## src/windowed_value_count_fenwick_defines.svh

```systemverilog
// ----------------------------------------------------------------------------
// windowed_value_count_fenwick_defines.svh
// Assertion macros shared by the windowed value count block.
// ----------------------------------------------------------------------------
`ifndef WINDOWED_VALUE_COUNT_FENWICK_DEFINES_SVH
`define WINDOWED_VALUE_COUNT_FENWICK_DEFINES_SVH

// Same-cycle implication, disabled while reset is asserted
`define WVC_ASSERT_IMP(lbl, clk, rst_n, ante, cons) \
    lbl: assert property (@(posedge clk) disable iff (!rst_n) (ante) |-> (cons)) \
        else $error("wvc: same-cycle check failed");

// Next-cycle implication, disabled while reset is asserted
`define WVC_ASSERT_NXT(lbl, clk, rst_n, ante, cons) \
    lbl: assert property (@(posedge clk) disable iff (!rst_n) (ante) |=> (cons)) \
        else $error("wvc: next-cycle check failed");

`endif

```

## src/wvc_ram.sv

```systemverilog
// ----------------------------------------------------------------------------
// wvc_ram
// Simple dual-port RAM: one write port, one read port with registered data.
// ----------------------------------------------------------------------------
module wvc_ram #(
    parameter  int W     = 8,
    parameter  int DEPTH = 256,
    localparam int AW    = (DEPTH > 1) ? $clog2(DEPTH) : 1
) (
    input  logic          i_clk,
    input  logic          i_we,
    input  logic [AW-1:0] i_waddr,
    input  logic [W-1:0]  i_wdata,
    input  logic [AW-1:0] i_raddr,
    output logic [W-1:0]  o_rdata
);

    logic [W-1:0] r_mem [DEPTH];
    logic [W-1:0] r_rdata;

    // Write and registered read
    always_ff @(posedge i_clk) begin
        if (i_we) begin
            r_mem[i_waddr] <= i_wdata;
        end
        r_rdata <= r_mem[i_raddr];
    end

    assign o_rdata = r_rdata;

endmodule

```

## config.mk

```make
export PLATFORM = sky130hd
export DESIGN_NAME = wvc_ram
export DESIGN_NICKNAME = d
export VERILOG_FILES = /design/src/windowed_value_count_fenwick_defines.svh /design/src/wvc_ram.sv
export SDC_FILE = /design/constraint.sdc
export NUM_CORES = 2
export LEC_CHECK = 0
export BUFFER_PORTS_ARGS = -buffer_cell sky130_fd_sc_hd__buf_2
export CAP_MARGIN = 10
export CORE_ASPECT_RATIO = 0.5
export CORE_UTILIZATION = 59
export CTS_BUF_LIST = sky130_fd_sc_hd__clkbuf_8
export DETAILED_ROUTE_END_ITERATION = 6
export GPL_TIMING_DRIVEN = 0
export PLACE_DENSITY = 0.76
export SYNTH_ARGS = -nofsm -noshare
export SYNTH_HDL_FRONTEND = slang
export SYNTH_SLANG_ARGS = --single-unit
export TNS_END_PERCENT = 50
```

## constraint.sdc

```tcl
create_clock -name i_clk -period 2 [get_ports i_clk]
set_clock_uncertainty 0.1 [all_clocks]
set_input_delay 0.1 -clock i_clk [delete_from_list [all_inputs] [get_ports i_clk]]
set_output_delay 0.1 -clock i_clk [all_outputs]
set_load 0.005 [all_outputs]
```

==> flow_summary.toml <==
[setup_path]
worstSetupStartpointType = "input port"
ff2ff_setup_slack_ns = -0.52
worst_path_dominant_cell_family = "buffers and inverters"
end_kind = "register"
crit_path_frequent_cell = "buf_4"
worstPathArrival_ns = 3.43
slowest_stage = "a31oi_1"
setup.worst_path.end = "o_rdata[3]$_DFF_P_"
criticalPathCategory = "in -> reg"
cp.depth = 9
r2r-start = "r_mem[179][5]$_DFFE_PP_"
crit_start = "i_raddr[2]"
max_stage_delay_ns = 0.71
worst_r2r_path_depth = 5
worstPathBufferInverterCount = 4
critPathRequiredTime_ns = 2.79
crit_chain = "buf_2 -> buf_4 -> buf_4 -> nor2_2 -> clkbuf_2 -> a22oi_1 -> a31oi_1 -> nor4_2 -> nor4_4"
cp_max_fo = 10
r2r-end = "o_rdata[5]$_DFF_P_"

[power]
power.density_nw_per_um2 = 924
p_leak_uw = 0.0279
vdd_drop_max_mv = 0.685

[min_path]
worstHoldPathType = "in -> reg"

[layout]
drive_above_1_share_pct = 30.6
design_area_um2 = 90100
regArea_um2 = 61700
fillers = 7892
fin_nets = 4144
multi_input_area_um2 = 18200
layout-area-overhead-vs-synth_pct = 13.2

[outcome]
outcome = "finished, violations left"
violations = "design-rule violations, negative hold slack, negative setup slack"

[grt]
grt_pass1_vias = 41900
grt_busiest_layer = "met2"
use_met1_pct = 47.1
grt_pass1_wl_mm = 318
met3_usage_pct = 15.8
antenna_found_initial = 19
grt_overflow = 0
grt_max_degree = 165
gr-usage-met2_pct = 48.4
grt_use_total_pct = 34.6

[die]
core_region_area_um2 = 133000
io_pins = 34
initial_core_util_pct = 60.0
row_count = 94
fp.dieArea_um2 = 136000
die_h_um = 262
dieWidth_um = 521

[sta]
final_max_slew_viol_count = 0
whs_ns = -0.0704
fin_ws_ns = -0.640
rsz0062_at_grt = "yes"
hold_viol_final = 71
worst_slew_pin_slew_ns = 1.43
relSlewSlack_pct = 4.75
period_needed_ns = 2.64
max_freq_ghz = 0.379
setup_violations = 1713
period_share_pct = 132

[logic_synthesis]
synth_cells = 3733
synth_top_area_share_pct = 77.3
syn_area_um2 = 79600
ys_seq_elements = 2056
synthFlopType = "edfxtp_1"
yosysSeqAreaShare_pct = 77.5
synth.largest_area_cell = "edfxtp_1"
synth_nets = 3759
synth_edf_count = 2048
yosys-top-cells-area = "edfxtp_1 (77%), mux4_2 (13%), mux2i_1 (1.7%)"
ys.warnings.count = 0
synthDistinctLibCells = 55
avgSynthCellArea_um2 = 21.3
postSynth.asyncResetShare_pct = 0

[drt]
drtIter0Drc = 8461
vias = 44000
routed_wl_mm = 235
drc = 80
routed_via_density = 7.23
ant_nets = 0
first_pass_iters = 7
wire_per_inst_um = 38.6

[placed_design]
gp_congestion = 1.03
place_area_um2 = 82700
io_buffers = 26
pre_cts_slack_ns = -2.63
dp_hpwl_mm = 153

[run]
drv_cap = 0

[clocking]
cts_sinks = 2056
cts_tree = "built"
clk_pin_slew_worst_paths_ns = 0.07
cts_buffers = 293
clockBufferDepth = 4
ctsHtreeMaxLevel = 5
clk-insertion-delay-late_ns = 1.02
cts_root_buf = "clkbuf_8"
-- power breakdown --
part           switching, µW  total, µW  internal (µW)
Sequential              29.6      47500          47500
Clock                  15700      30100          14400
Combinational           3770       5550           1770
Total                  19500      83200          63700
-- worst reg2reg max path, cell delays in order, from the launching register on --
cell and delay, ns:
edfxtp_1 0.37, mux4_2 0.48, a22oi_1 0.25, a31oi_1 0.28
nor4_2 0.70, nor4_2 0.18
-- placed cells by master, fill, tap and decap left out, types with 33 or more instances in the layout --
cell type / count
a22oi_1: 120
mux4_2: 454
clkbuf_2: 52
buf_2: 52
o221ai_1: 44
clkbuf_8: 301
a21oi_1: 89
buf_4: 33
nor2_1: 111
clkinv_1: 61
clkbuf_1: 40
mux2i_1: 134
edfxtp_1: 2048
nor2_2: 79
inv_1: 90
nor2_4: 92
-- per-layer routing --
| metal | vias up | wire length, µm |
|---|---|---|
| met2 | 4269 | 100000 |
| met3 | 745 | 42600 |
| met5 | - | 206 |
| met4 | 10 | 11800 |
| li1 | 16500 | - |
| met1 | 22500 | 80500 |
-- cell type report --
class | instances | share of cell area [%]
clock buffer | 301 | 4.60
buffer | 231 | 2.06
antenna | 8 | 0.0222
timing repair buffer | 92 | 1.22
sequential | 2056 | 68.5
tap | 1776 | 2.47
multi-input combinational | 1442 | 20.2
inverter | 2 | 0.00834
clock inverter | 183 | 0.938
-- timing repair --
item | 4_1_cts | 5_1_grt
resized for setup | 227 | 315
setup endpoints to repair | 1158 | 1774
hold endpoints to repair | 2271 | 182
setup buffers | 6 | 5
pin swaps | 20 | 23
hold buffers | 27 | 6
-- worst min path at each step --
| stage | slack, ns | end | from | cells past startpoint |
|---|---|---|---|---|
| floorplan | 0.1 | r_mem[0][0]$_DFFE_PP_ | i_wdata[0] | 0 |
| global placement | 0.38 | o_rdata[1] | o_rdata[1]$_DFF_P_ | 1 |
| detailed placement | 0.38 | o_rdata[4] | o_rdata[4]$_DFF_P_ | 1 |
| CTS | -0.03 | r_mem[234][2]$_DFFE_PP_ | i_waddr[7] | 3 |
| global route | -0.1 | r_mem[213][6]$_DFFE_PP_ | i_waddr[4] | 4 |
| finish | -0.07 | r_mem[213][3]$_DFFE_PP_ | i_waddr[4] | 4 |
-- cell families after synthesis --
group	synth area share, %
AND/OR/NAND/NOR	2.63
flip-flops	77.5
AO/OA/AOI/OAI	3.42
multiplexers	14.6
buffers and inverters	1.83
-- per-stage QoR --
step / std cells / setup TNS [ns] / utilization, % / power, µW
after floorplan: 3733 / -3.33 / - / 50800
after global placement: 5535 / -6838.28 / 62.0 / 53300
after detailed placement: 5557 / -2057.49 / 62.4 / 53300
after CTS: 6073 / -111.34 / 67.1 / 82600
after global routing: 6086 / -286.81 / 67.9 / 84700
final: 6091 / -416.40 / 67.9 / 83200
-- state kept, by name, summed over array words and instances (netlist names) --
| name | flops |
|---|---|
| o_rdata | 8 |
| r_mem | 2048 |
-- cells in the mapped netlist (16+ instances only) --
master / n
nor4_1: 24
buf_1: 22
nand2_1: 33
edfxtp_1: 2048
nand3_1: 34
mux2i_1: 134
buf_2: 31
buf_4: 27
a211oi_1: 16
nor2_1: 282
a22oi_1: 133
nor3_1: 22
clkbuf_1: 111
buf_6: 21
o22ai_1: 28
o221ai_1: 46
mux4_2: 454
a21oi_1: 96
nor2b_1: 31
Power figures use the tool's default switching activity.
