$ cat src/windowed_value_count_fenwick_defines.svh
// ----------------------------------------------------------------------------
// windowed_value_count_fenwick_defines.svh
// Assertion macros shared by the windowed value count block.
// ----------------------------------------------------------------------------
`ifndef WINDOWED_VALUE_COUNT_FENWICK_DEFINES_SVH
`define WINDOWED_VALUE_COUNT_FENWICK_DEFINES_SVH

// Same-cycle implication, disabled while reset is asserted
`define WVC_ASSERT_IMP(lbl, clk, rst_n, ante, cons) \
    lbl: assert property (@(posedge clk) disable iff (!rst_n) (ante) |-> (cons)) \
        else $error("wvc: same-cycle check failed");

// Next-cycle implication, disabled while reset is asserted
`define WVC_ASSERT_NXT(lbl, clk, rst_n, ante, cons) \
    lbl: assert property (@(posedge clk) disable iff (!rst_n) (ante) |=> (cons)) \
        else $error("wvc: next-cycle check failed");

`endif

$ cat src/wvc_pkg.sv
// ----------------------------------------------------------------------------
// wvc_pkg
// Shared types and constants of the windowed value count block.
// ----------------------------------------------------------------------------
package wvc_pkg;

    // Default sizes
    localparam int DEF_SEQ_DEPTH   = 65536;
    localparam int DEF_VALUE_LIMIT = 65535;

    // Element counts are held to 17 bits
    localparam int COUNT_W = 17;
    localparam logic [COUNT_W-1:0] COUNT_MAX = 17'd131071;

    localparam int REQ_W = 2;

    // Request codes
    typedef enum logic [REQ_W-1:0] {
        REQ_LOAD   = 2'd0,
        REQ_INSERT = 2'd1,
        REQ_REMOVE = 2'd2,
        REQ_QUERY  = 2'd3
    } t_req_type;

    // Tree walk kinds
    typedef enum logic {
        WALK_PREFIX = 1'b0,
        WALK_ADD    = 1'b1
    } t_walk_mode;

    // Which tree a walk touches
    typedef enum logic {
        TREE_COUNT = 1'b0,
        TREE_PRES  = 1'b1
    } t_tree_sel;

    // Sequencer to walk unit
    typedef struct packed {
        logic       go;
        t_walk_mode mode;
        t_tree_sel  sel;
        logic       dec;
    } t_walk_cmd;

    // Walk unit to sequencer
    typedef struct packed {
        logic busy;
        logic done;
    } t_walk_stat;

endpackage

$ cat src/wvc_walker.sv
// ----------------------------------------------------------------------------
// wvc_walker
// Shared Fenwick walk unit: prefix sum (index down by lowest set bit) or
// point update (index up by lowest set bit, read-modify-write), one node
// per cycle on either tree.
// ----------------------------------------------------------------------------
`include "windowed_value_count_fenwick_defines.svh"

module wvc_walker import wvc_pkg::*; #(
    parameter  int VALUE_LIMIT = DEF_VALUE_LIMIT,
    parameter  int SW          = COUNT_W,
    localparam int VW          = $clog2(VALUE_LIMIT + 1),
    localparam int IW          = VW + 1
) (
    input  logic          i_clk,
    input  logic          i_rst_n,
    input  t_walk_cmd     i_cmd,
    input  logic [VW-1:0] i_index,
    output t_walk_stat    o_stat,
    output logic [SW-1:0] o_sum,
    output logic [VW-1:0] o_raddr,
    input  logic [SW-1:0] i_rdata_cnt,
    input  logic [SW-1:0] i_rdata_pres,
    output logic          o_we,
    output t_tree_sel     o_wsel,
    output logic [VW-1:0] o_waddr,
    output logic [SW-1:0] o_wdata
);

    logic          r_busy;
    logic          r_pend;
    t_walk_mode    r_mode;
    t_tree_sel     r_sel;
    logic          r_dec;
    logic [IW-1:0] r_idx;
    logic [VW-1:0] r_pend_idx;
    logic [SW-1:0] r_acc;

    logic [IW-1:0] lowbit;
    logic [IW-1:0] next_idx;
    logic          issue;
    logic          done;
    logic [SW-1:0] rdata;

    // Index step: lowest set bit off or on
    assign lowbit   = r_idx & (~r_idx + 1'b1);
    assign next_idx = (r_mode == WALK_PREFIX) ? (r_idx - lowbit) : (r_idx + lowbit);

    // A node is read while the index stays in the tree
    always_comb begin
        if (r_mode == WALK_PREFIX) begin
            issue = r_busy && (r_idx != '0);
        end else begin
            issue = r_busy && (r_idx != '0) && (r_idx <= IW'(VALUE_LIMIT));
        end
    end

    assign done  = r_busy && !issue && !r_pend;
    assign rdata = (r_sel == TREE_COUNT) ? i_rdata_cnt : i_rdata_pres;

    // Control
    always_ff @(posedge i_clk) begin
        if (!i_rst_n) begin
            r_busy <= 1'b0;
            r_pend <= 1'b0;
        end else if (i_cmd.go) begin
            r_busy <= 1'b1;
            r_pend <= 1'b0;
        end else begin
            if (done) begin
                r_busy <= 1'b0;
            end
            r_pend <= issue;
        end
    end

    // Walk datapath
    always_ff @(posedge i_clk) begin
        if (i_cmd.go) begin
            r_mode <= i_cmd.mode;
            r_sel  <= i_cmd.sel;
            r_dec  <= i_cmd.dec;
            r_idx  <= IW'(i_index);
            r_acc  <= '0;
        end else begin
            if (issue) begin
                r_idx      <= next_idx;
                r_pend_idx <= r_idx[VW-1:0];
            end
            if (r_pend && (r_mode == WALK_PREFIX)) begin
                r_acc <= r_acc + rdata;
            end
        end
    end

    assign o_stat.busy = r_busy;
    assign o_stat.done = done;
    assign o_sum       = r_acc;
    assign o_raddr     = r_idx[VW-1:0];
    assign o_we        = r_pend && (r_mode == WALK_ADD);
    assign o_wsel      = r_sel;
    assign o_waddr     = r_pend_idx;
    assign o_wdata     = r_dec ? (rdata - 1'b1) : (rdata + 1'b1);

    // Checks
    `WVC_ASSERT_IMP(a_go_when_idle, i_clk, i_rst_n, i_cmd.go, !r_busy)
    `WVC_ASSERT_IMP(a_add_no_raw, i_clk, i_rst_n, r_busy && (r_mode == WALK_ADD) && r_pend, r_idx > IW'(r_pend_idx))
    `WVC_ASSERT_IMP(a_prefix_down, i_clk, i_rst_n, r_busy && (r_mode == WALK_PREFIX) && r_pend, r_idx < IW'(r_pend_idx))

endmodule

$ cat config.mk
export PLATFORM = sky130hd
export DESIGN_NAME = wvc_walker
export DESIGN_NICKNAME = d
export VERILOG_FILES = /design/src/wvc_pkg.sv /design/src/wvc_walker.sv
export VERILOG_INCLUDE_DIRS = /design/src /design/src/src
export SDC_FILE = /design/constraint.sdc
export NUM_CORES = 1
export LEC_CHECK = 0
export BUFFER_PORTS_ARGS = -buffer_cell sky130_fd_sc_hd__clkbuf_2
export CAP_MARGIN = 20
export CELL_PAD_IN_SITES_DETAIL_PLACEMENT = 2
export CELL_PAD_IN_SITES_GLOBAL_PLACEMENT = 2
export CORE_ASPECT_RATIO = 1.5
export CORE_MARGIN = 5
export CORE_UTILIZATION = 25
export DETAILED_ROUTE_END_ITERATION = 10
export MAX_ROUTING_LAYER = met4
export PLACE_DENSITY = 0.72
export SYNTH_ARGS = -nofsm -noshare
export SYNTH_HDL_FRONTEND = slang
export SYNTH_SLANG_ARGS = --single-unit
$ cat constraint.sdc
create_clock -name i_clk -period 7.3 [get_ports i_clk]
set_input_delay 0.365 -clock i_clk [delete_from_list [all_inputs] [get_ports i_clk]]
set_output_delay 0.365 -clock i_clk [all_outputs]
set_load 0.1 [all_outputs]
==> results of run 1 <==
[cells in the mapped netlist (12+ instances only)]
library cell  count
dfxtp_1          20
o21ai_1          19
mux2_2           17
xor2_1           13
edfxtp_1         35
nor3_1           13
xnor2_1          12
o21ai_0          17
nand3_1          15
inv_1            12
buf_4            18
nand2_1          46
ha_1             47
a21oi_1          51
o21a_1           14
clkbuf_1         14
a21o_1           20
nor2_1           47
[state kept, by name, summed over array words and instances (netlist names)]
signal / count
o_sum: 17
r_idx: 17
o_waddr: 16
o_wsel: 1
r_busy: 1
r_dec: 1
r_mode: 1
r_pend: 1
[final timing paths]
path / depth (start not counted) / start / to / slack, ns
setup / recovery: 9 / o_wsel / o_wdata[16] / 3.06
hold / removal: 1 / i_cmd[2] / r_mode / 0.24
setup reg to reg: 11 / r_idx[3] / r_idx[14] / 3.54
hold reg to reg: 2 / o_sum[16] / o_sum[16] / 0.49
[stage by stage]
stage	instance area (um2)	setup WS, ns	power, uW	util [%]
after global placement	5679	3.414	1618	29.52
after detailed placement	5679	3.306	1658	29.52
final	5827	3.061	1895	30.29
after floorplan	4903	1.972	1451	-
after CTS	5824	2.939	1926	30.27
after global routing	5827	2.882	2007	30.29
[layout by cell type (no fill, tap or decap), types with 14 or more instances in the layout]
| cell type | count |
|---|---|
| ha_1 | 47 |
| edfxtp_1 | 35 |
| nand3_1 | 15 |
| o21ai_0 | 17 |
| clkbuf_2 | 125 |
| o21a_1 | 14 |
| a21o_1 | 20 |
| mux2_2 | 17 |
| nor2_1 | 47 |
| nand2_1 | 46 |
| a21oi_1 | 51 |
| o21ai_1 | 19 |
| dfxtp_1 | 20 |
[logic make-up after synthesis]
group,after synthesis,share of synthesized area (%)
adders and majority gates,50,13.22
xor gates and xnor gates,25,4.465
DFF,55,29.60
muxes,19,4.312
and+or+nand+nor,183,19.11
AOI/OAI and AO/OA,178,24.22
buffers and inverters,48,5.078
[metal layers]
layer  part of all wire, %  global-route usage (%)  vias up  wire [um]
met5                     0                       -        -          0
met4                   1.4                   3.423        0        239
met3                   3.8                   2.704       16        657
met2                    58                   31.11       93       9882
met1                    37                   15.05     2343       6317
li1                      -                       -     2285          -
[critical path: stages, from the launching register on]
cell	delay [ns]
edfxtp_1	0.91
mux2_2	0.44
ha_1	0.34
nor2b_1	0.17
o31a_1	0.28
o31a_1	0.31
nor4_4	0.27
nor3_1	0.12
a311o_1	0.36
clkbuf_2	0.37
[power by group through the flow]
stage / registers (uW) / logic, uW / clock network, uW
finish: 456 / 1180 / 256
global route: 466 / 1260 / 278
CTS: 459 / 1200 / 271
detailed placement: 466 / 1190 / 0
global placement: 459 / 1160 / 0
floorplan: 515 / 937 / 0
[final cells by class]
cell class                 count  area, um2
clock buffer                   6      128.9
clock inverter                 2      16.27
tap                          256      320.3
inverter                      13      48.80
fill                        2291      13410
antenna                        1      2.502
multi-input combinational    455       3203
sequential                    55       1451
timing repair buffer         129      655.6
==> results.toml, run 1 <==
[clock_network]
cts_tree = "built"
ctsHoldBuffers = 0
cts_sinks = 55
ctsResizeCount = 0
cts_buffers = 5
clockRootBuffer = "clkbuf_16"
clkLatencyLatePin_ns = 0.30
h-tree-depth = 2
post_cts_buffers = 0
clk_pin_slew_ns = 0.08
clk_path_buf_depth = 2

[timing]
slew_headroom_pct = 33.85
hold_ws_ns = 0.2371
final-hold-violation-count = 0
grt_setup_unrepaired = "false"
skew_ns = 0.008326
final.min_clock_period_ns = 4.239
drv_slew = 0
worst_pin_slew_ns = 0.9923
setup_tns_ns = 0
clock.fmax_mhz = 235.9
fin_crit_sh_pct = 58.07
setup_viol = 0

[power]
leakage_uw = 0.002521
share_comb_of_total_power_pct = 62.4
power_report.internal_total_uw = 814.0
peakVddDrop_mv = 0.2222
switching_power_uw = 1081
cellPowerDensity_nw_per_um2 = 325.2
clockPowerShare_pct = 13.5
switching_share_pct = 57.05
seq_power_share_pct = 24.1

[yosys]
synth_top_area_share_pct = 21.43
syn-num-nets = 664
synth_cell_types = 66
syn_inst = 558
synth_area_leaders = "edfxtp_1 (21%), ha_1 (12%), dfxtp_1 (8.2%)"
syn_area_per_cell_um2 = 8.788
async_reset_ff_share_pct = 0
synth_edf_count = 35
yosys.area.top_type = "edfxtp_1"
synth_seq_cells = 55
yosys_warnings = 0
ys.flop_type = "edfxtp_1"
syn_area_um2 = 4903
ys_seq_area_share_pct = 29.60

[grt]
grt_pass1_wl_um = 28110
antenna_found_initial = 1
grt_max_degree = 71
grt_util_all_layers_pct = 15.40
first_global_vias = 5416
grt_overflow_total = 0

[setup_path]
start_kind = "flop"
crit_required_ns = 6.93
critical_path.max_fanout = 18
crit_arrival_ns = 3.87
endpoint_kind = "primary output"
crit_type = "flop to primary output"

[route]
vias_per_cell = 5.166
wl_per_cell_um = 18.64
wl_um = 17100
vias = 4737
drc = 0
first_pass_iters = 4
drtIter0Drc = 101
drtAntennaViolNets = 0

[layout]
layout-drive-gt1-share_pct = 24.85
areaGrowthSynthToFinish_pct = 18.83
fin_nets = 765
stdcell_count = 917

[place]
placed_cells = 908
portBuffers = 125
dp_hpwl_um = 14080
place.gp.congestion = 0.8834

[die]
core_um2 = 19240
fp.dieW_um = 124.4
floorplan.die.height_um = 181.5
die_area_um2 = 22570
ios = 126
initial_core_util_pct = 25.49
row_count = 62

[run_status]
outcome = "finished clean"

[run]
drv_cap = 0

[hold_path]
worstHoldPathType = "input port to flop"
Note: power is estimated with default switching activity, not from simulation.
==> inputs of run 2 (changes only) <==
ABC_AREA = 1   (was default)
PLACE_DENSITY = 0.79   (was 0.72)
clock period = 3.8 ns   (was 7.3 ns; I/O delays follow)
==> run 2 against run 1 <==
Net effect: area after synthesis increased by 7.0%; sequential share of layout area decreased by 2.0 points; critical path type unchanged; clock power increased by 100%; flip-flop and latch count unchanged; cell area increased by 8.9%; largest cell class unchanged; sequential power increased by 77%; synthesized cell count increased by 35%; register-to-register slack got worse by 2.7 ns; global-route usage increased by 0.62 points; core utilization increased by 0.081 points; power increased by 75%; first-iteration DRC count increased by 43%.
==> results.toml, run 2 <==
[route]
drtAntennaViolNets = 0
vias_per_cell = 4.783
vias = 5391
wl_met3_um = 404
wl_met1_um = 6646
top_layer_used = "met4"
wl_met2_um = 11000
wl_um = 18490
first_pass_iters = 4
drc = 0
drtIter0Drc = 144
wl_per_cell_um = 16.40

[timing]
slew_headroom_pct = 38.64
hold_ws_ns = 0.05934
final.min_clock_period_ns = 3.493
worst_pin_slew_ns = 0.9194
clock.fmax_mhz = 286.3
fin_crit_sh_pct = 91.92
setup_ws_ns = 0.3070
grt_setup_unrepaired = "false"
skew_ns = 0.009000
drv_slew = 0
setup_viol = 0
final-hold-violation-count = 0

[yosys]
synth_seq_cells = 55
synth_cell_types = 42
yosysMostFrequentCell = "nand2_1"
async_reset_ff_share_pct = 0
yosys_warnings = 0
synth_top_area_share_pct = 20.03
syn_inst = 751
ys_seq_area_share_pct = 27.67
yosys.area.top_type = "edfxtp_1"
syn_area_per_cell_um2 = 6.986
ys.flop_type = "edfxtp_1"
syn-num-nets = 857
syn_area_um2 = 5246
synth_area_leaders = "edfxtp_1 (20%), nand2_1 (15%), ha_1 (11%)"
synth_edf_count = 35
synthTopCellsByCount = "nand2_1 (212), inv_1 (94), nor2_1 (67)"

[layout]
nFillCells = 2536
diodes = 0
areaGrowthSynthToFinish_pct = 20.99
final_cell_mix = "nand2_1 (212), clkbuf_2 (120), inv_1 (94)"
fin_nets = 964
final_cell_area_um2 = 6347
layout-drive-gt1-share_pct = 21.42
final_common_cell = "nand2_1"
final_core_util_pct = 30.37

[setup_path]
critical_path.max_fanout = 14
start_kind = "flop"
crit_required_ns = 3.61
crit_type = "flop to primary output"
endpoint_kind = "primary output"
crit_arrival_ns = 3.30

[clock_network]
h-tree-depth = 2
cts_sinks = 55
cts_tree = "built"
clk_path_buf_depth = 2
cts_buffers = 5
clkLatencyLatePin_ns = 0.31
clk_pin_slew_ns = 0.08
clockRootBuffer = "clkbuf_16"
ctsHoldBuffers = 0

[grt]
first_global_vias = 6072
grt_util_all_layers_pct = 16.02
antenna_found_initial = 0
grt_pass1_wl_um = 30180
grt_max_degree = 36
grt_overflow_total = 0

[die]
initial_core_util_pct = 25.10
core_um2 = 20900
ios = 126
die_area_um2 = 24040
row_count = 65
floorplan.die.height_um = 187.4
fp.dieW_um = 128.3

[place]
dpl_cell_area_um2 = 6193
place.gp.congestion = 0.8764
dp_hpwl_um = 15780
portBuffers = 125
place_ws_ns = 0.6165

[run]
drv_cap = 0

[power]
peakVddDrop_mv = 0.3599
leakage_uw = 0.003313
cellPowerDensity_nw_per_um2 = 523.9

[hold_path]
worstHoldPathType = "input port to flop"

[run_status]
outcome = "finished clean"
==> run 2: changes by cell type in the layout (fill, tap and decap cells not counted), sizes merged, moves of 9 or more <==
cell   change
nand2    +169
inv       +81
nand3     +44
nor2      +26
a21o      -15
o21a      -12
xnor2     -10
nor2b      -9
==> run 2: per-stage QoR <==
step	total power (uW)	std cells	TNS, ns
3_5_place_dp	2845	1119	0
4_1_cts	3377	1127	0
5_1_grt	3546	1127	0
6_report	3326	1127	0
2_1_floorplan	2434	751	-0.1821
3_3_place_gp	2803	1119	0
==> run 2: timing repair <==
| action | in CTS | in global routing |
|---|---|---|
| gates resized for setup | 0 | 1 |
| buffers inserted | 0 | 0 |
| hold endpoints to repair | 0 | 0 |
| setup endpoints to repair | 0 | 1 |
==> run 2: path summary, 6_finish.rpt <==
path                               start           to  slack [ns]  depth (start not counted)
worst max register to register  r_idx[1]    r_idx[12]        0.80                         14
worst min-delay path            i_cmd[2]       r_mode        0.06                          1
worst max-delay path              o_wsel  o_wdata[13]        0.31                          9
worst min register to register    r_busy       r_busy        0.51                          2
==> run 2: layer usage <==
layer,GRT usage (%),vias to the layer above
met4,4.698,0
met2,32.68,95
met1,15.36,2621
met5,-,-
met3,1.314,19
li1,-,2656
==> run 2: critical path: stages (launching register included) <==
cell,delay [ns]
edfxtp_1,0.54
buf_4,0.31
mux2_2,0.38
ha_1,0.38
a21oi_1,0.35
o21ai_0,0.19
a31oi_1,0.21
nand3_1,0.10
nand2_1,0.08
clkbuf_2,0.45
==> run 2: cells by family (layout without fill, tap and decap cells) <==
logic type	count (synthesis)	count (layout)	share of synthesized area, %
mux	15	15	3.220
buf+inv	125	233	10.40
flops	55	55	27.67
fa+ha+maj	50	50	12.35
compound gates	114	114	12.19
simple gates	376	376	31.50
xor+xnor	16	16	2.671
==> run 2: cell type report <==
| type | count | area, um2 | share of cell area, % |
|---|---|---|---|
| clock buffer | 5 | 125.1 | 1.971 |
| clock inverter | 3 | 28.78 | 0.4534 |
| inverter | 95 | 357.8 | 5.638 |
| multi-input combinational | 571 | 3338 | 52.59 |
| sequential | 55 | 1451 | 22.87 |
| tap | 268 | 335.3 | 5.283 |
| timing repair buffer | 130 | 710.7 | 11.20 |
==> run 2: power breakdown <==
group | internal, uW | switching (uW)
combinational | 478 | 1520
clock | 254 | 267
sequential | 720 | 87.7
==> inputs of run 3 (changes only) <==
PLACE_DENSITY = default   (was 0.79)
PLACE_DENSITY_LB_ADDON = 0.1   (was default)
==> run 3 against run 2 <==
Net effect: final cell count is essentially flat; clock skew grew 0.0043 ns; cell area shrank 0.26%; power shrank 0.30%; hold slack lost 0.0088 ns; clock-buffer cell count grew 1; register-to-register slack lost 0.07 ns; largest cell class unchanged.
==> results.toml, run 3 (same netlist as run 2, synthesis figures left out) <==
[run_status]
outcome = "finished clean"

[grt]
grt_max_degree = 36
antenna_found_initial = 0
grt_util_all_layers_pct = 17.16
first_global_vias = 6143
grt_pass1_wl_um = 31650
grt_overflow_total = 0

[clock_network]
clk_path_buf_depth = 2
clk_pin_slew_ns = 0.08
cts_tree = "built"
cts_sinks = 55
clockRootBuffer = "clkbuf_16"
ctsResizeCount = 0
clkLatencyLatePin_ns = 0.31
ctsHoldBuffers = 0
h-tree-depth = 2
post_cts_buffers = 0
cts_buffers = 5

[hold_path]
worstHoldPathType = "input port to flop"
whs_path_depth = 1
hold_start = "i_cmd[2]"

[timing]
hold_ws_ns = 0.05054
worst_pin_slew_ns = 0.9155
clock.fmax_mhz = 287.7
final-hold-violation-count = 0
skew_ns = 0.01327
drv_slew = 0
setup_tns_ns = 0
grt_setup_unrepaired = "false"
final.min_clock_period_ns = 3.476
slew_headroom_pct = 38.90
setup_viol = 0
fin_crit_sh_pct = 91.47

[setup_path]
start_kind = "flop"
critical_path.max_fanout = 15
crit_arrival_ns = 3.29
reg2regPathDepth = 14
cp-startpoint = "o_wsel"
max_stage_delay_ns = 0.51
crit_required_ns = 3.61
crit_chain = "buf_4 > mux2_2 > ha_1 > a21oi_1 > o21ai_0 > a31oi_1 > nand3_1 > nand2_1 > clkbuf_2"
endpoint_kind = "primary output"
slowest_stage = "edfxtp_1"
crit_type = "flop to primary output"
r2r-start = "r_idx[1]"

[place]
placed_cells = 1120
portBuffers = 125
dp_hpwl_um = 17040
place.gp.congestion = 0.8867

[die]
initial_core_util_pct = 25.10
floorplan.die.height_um = 187.4
fp.dieW_um = 128.3
die_area_um2 = 24040
ios = 126
core_um2 = 20900
row_count = 65

[layout]
layout-drive-gt1-share_pct = 21.40
fin_nets = 965
stdcell_count = 1128
final_common_cell = "nand2_1"
areaGrowthSynthToFinish_pct = 20.68
final_cell_mix = "nand2_1 (212), clkbuf_2 (121), inv_1 (94)"
diodes = 0
final_core_util_pct = 30.29

[power]
leakage_uw = 0.003308
peakVddDrop_mv = 0.2234
cellPowerDensity_nw_per_um2 = 523.7

[route]
wl_per_cell_um = 17.82
vias = 5396
drc = 0
first_pass_iters = 4
wl_um = 20100
drtIter0Drc = 156
drtAntennaViolNets = 0
vias_per_cell = 4.784

[run]
drv_cap = 0
run 3: changes by cell type in the layout (fill, tap and decap cells not counted), sizes merged:
cell,before,now
clkbuf,125,127
inv,95,94
run 3: final timing paths:
| kind | endpoint | slack [ns] |
|---|---|---|
| hold reg to reg | r_busy | 0.53 |
| setup / recovery | o_wdata[13] | 0.32 |
| hold / removal | r_mode | 0.05 |
| setup reg to reg | r_idx[12] | 0.73 |
run 3: power by group:
part | switching (uW) | total (uW) | internal, uW | leakage [uW]
sequential | 85.4 | 806 | 720 | 0.000502
clock | 248 | 494 | 246 | 0.0000708
combinational | 1540 | 2020 | 472 | 0.00274
total | 1880 | 3320 | 1440 | 0.00331
run 3: final cells by class:
cell class,count,area (um2)
Sequential cell,55,1451
Timing Repair Buffer,131,705.7
Tap cell,268,335.3
Clock buffer,6,128.9
Inverter,95,357.8
Fill cell,2523,14570
Clock inverter,2,13.76
Multi-Input combinational cell,571,3338
run 3: through the flow:
| step | worst slack, ns | total power [uW] | instance area [um2] |
|---|---|---|---|
| 6_report | 0.3241 | 3316 | 6331 |
| 2_1_floorplan | -0.1701 | 2434 | 5333 |
| 3_5_place_dp | 0.5998 | 2861 | 6188 |
| 3_3_place_gp | 0.7244 | 2828 | 6188 |
| 5_1_grt | 0.009029 | 3521 | 6331 |
| 4_1_cts | 0.2393 | 3373 | 6331 |
run 3: critical path: cells and delay by family, from the launching register on:
| family | cells | cell delay [ns] |
|---|---|---|
| mux | 1 | 0.39 |
| buf+inv | 2 | 0.75 |
| fa+ha+maj | 1 | 0.38 |
| compound gates | 3 | 0.76 |
| flops | 1 | 0.51 |
| simple gates | 2 | 0.19 |
run 3: layer usage:
layer  up-vias  global-route usage (%)  wire [um]
li1       2659                       -          -
met1      2627                   15.55       7052
met5         -                       -          0
met2        88                   35.75      12150
met4         0                   5.760        514
met3        22                   1.314        383
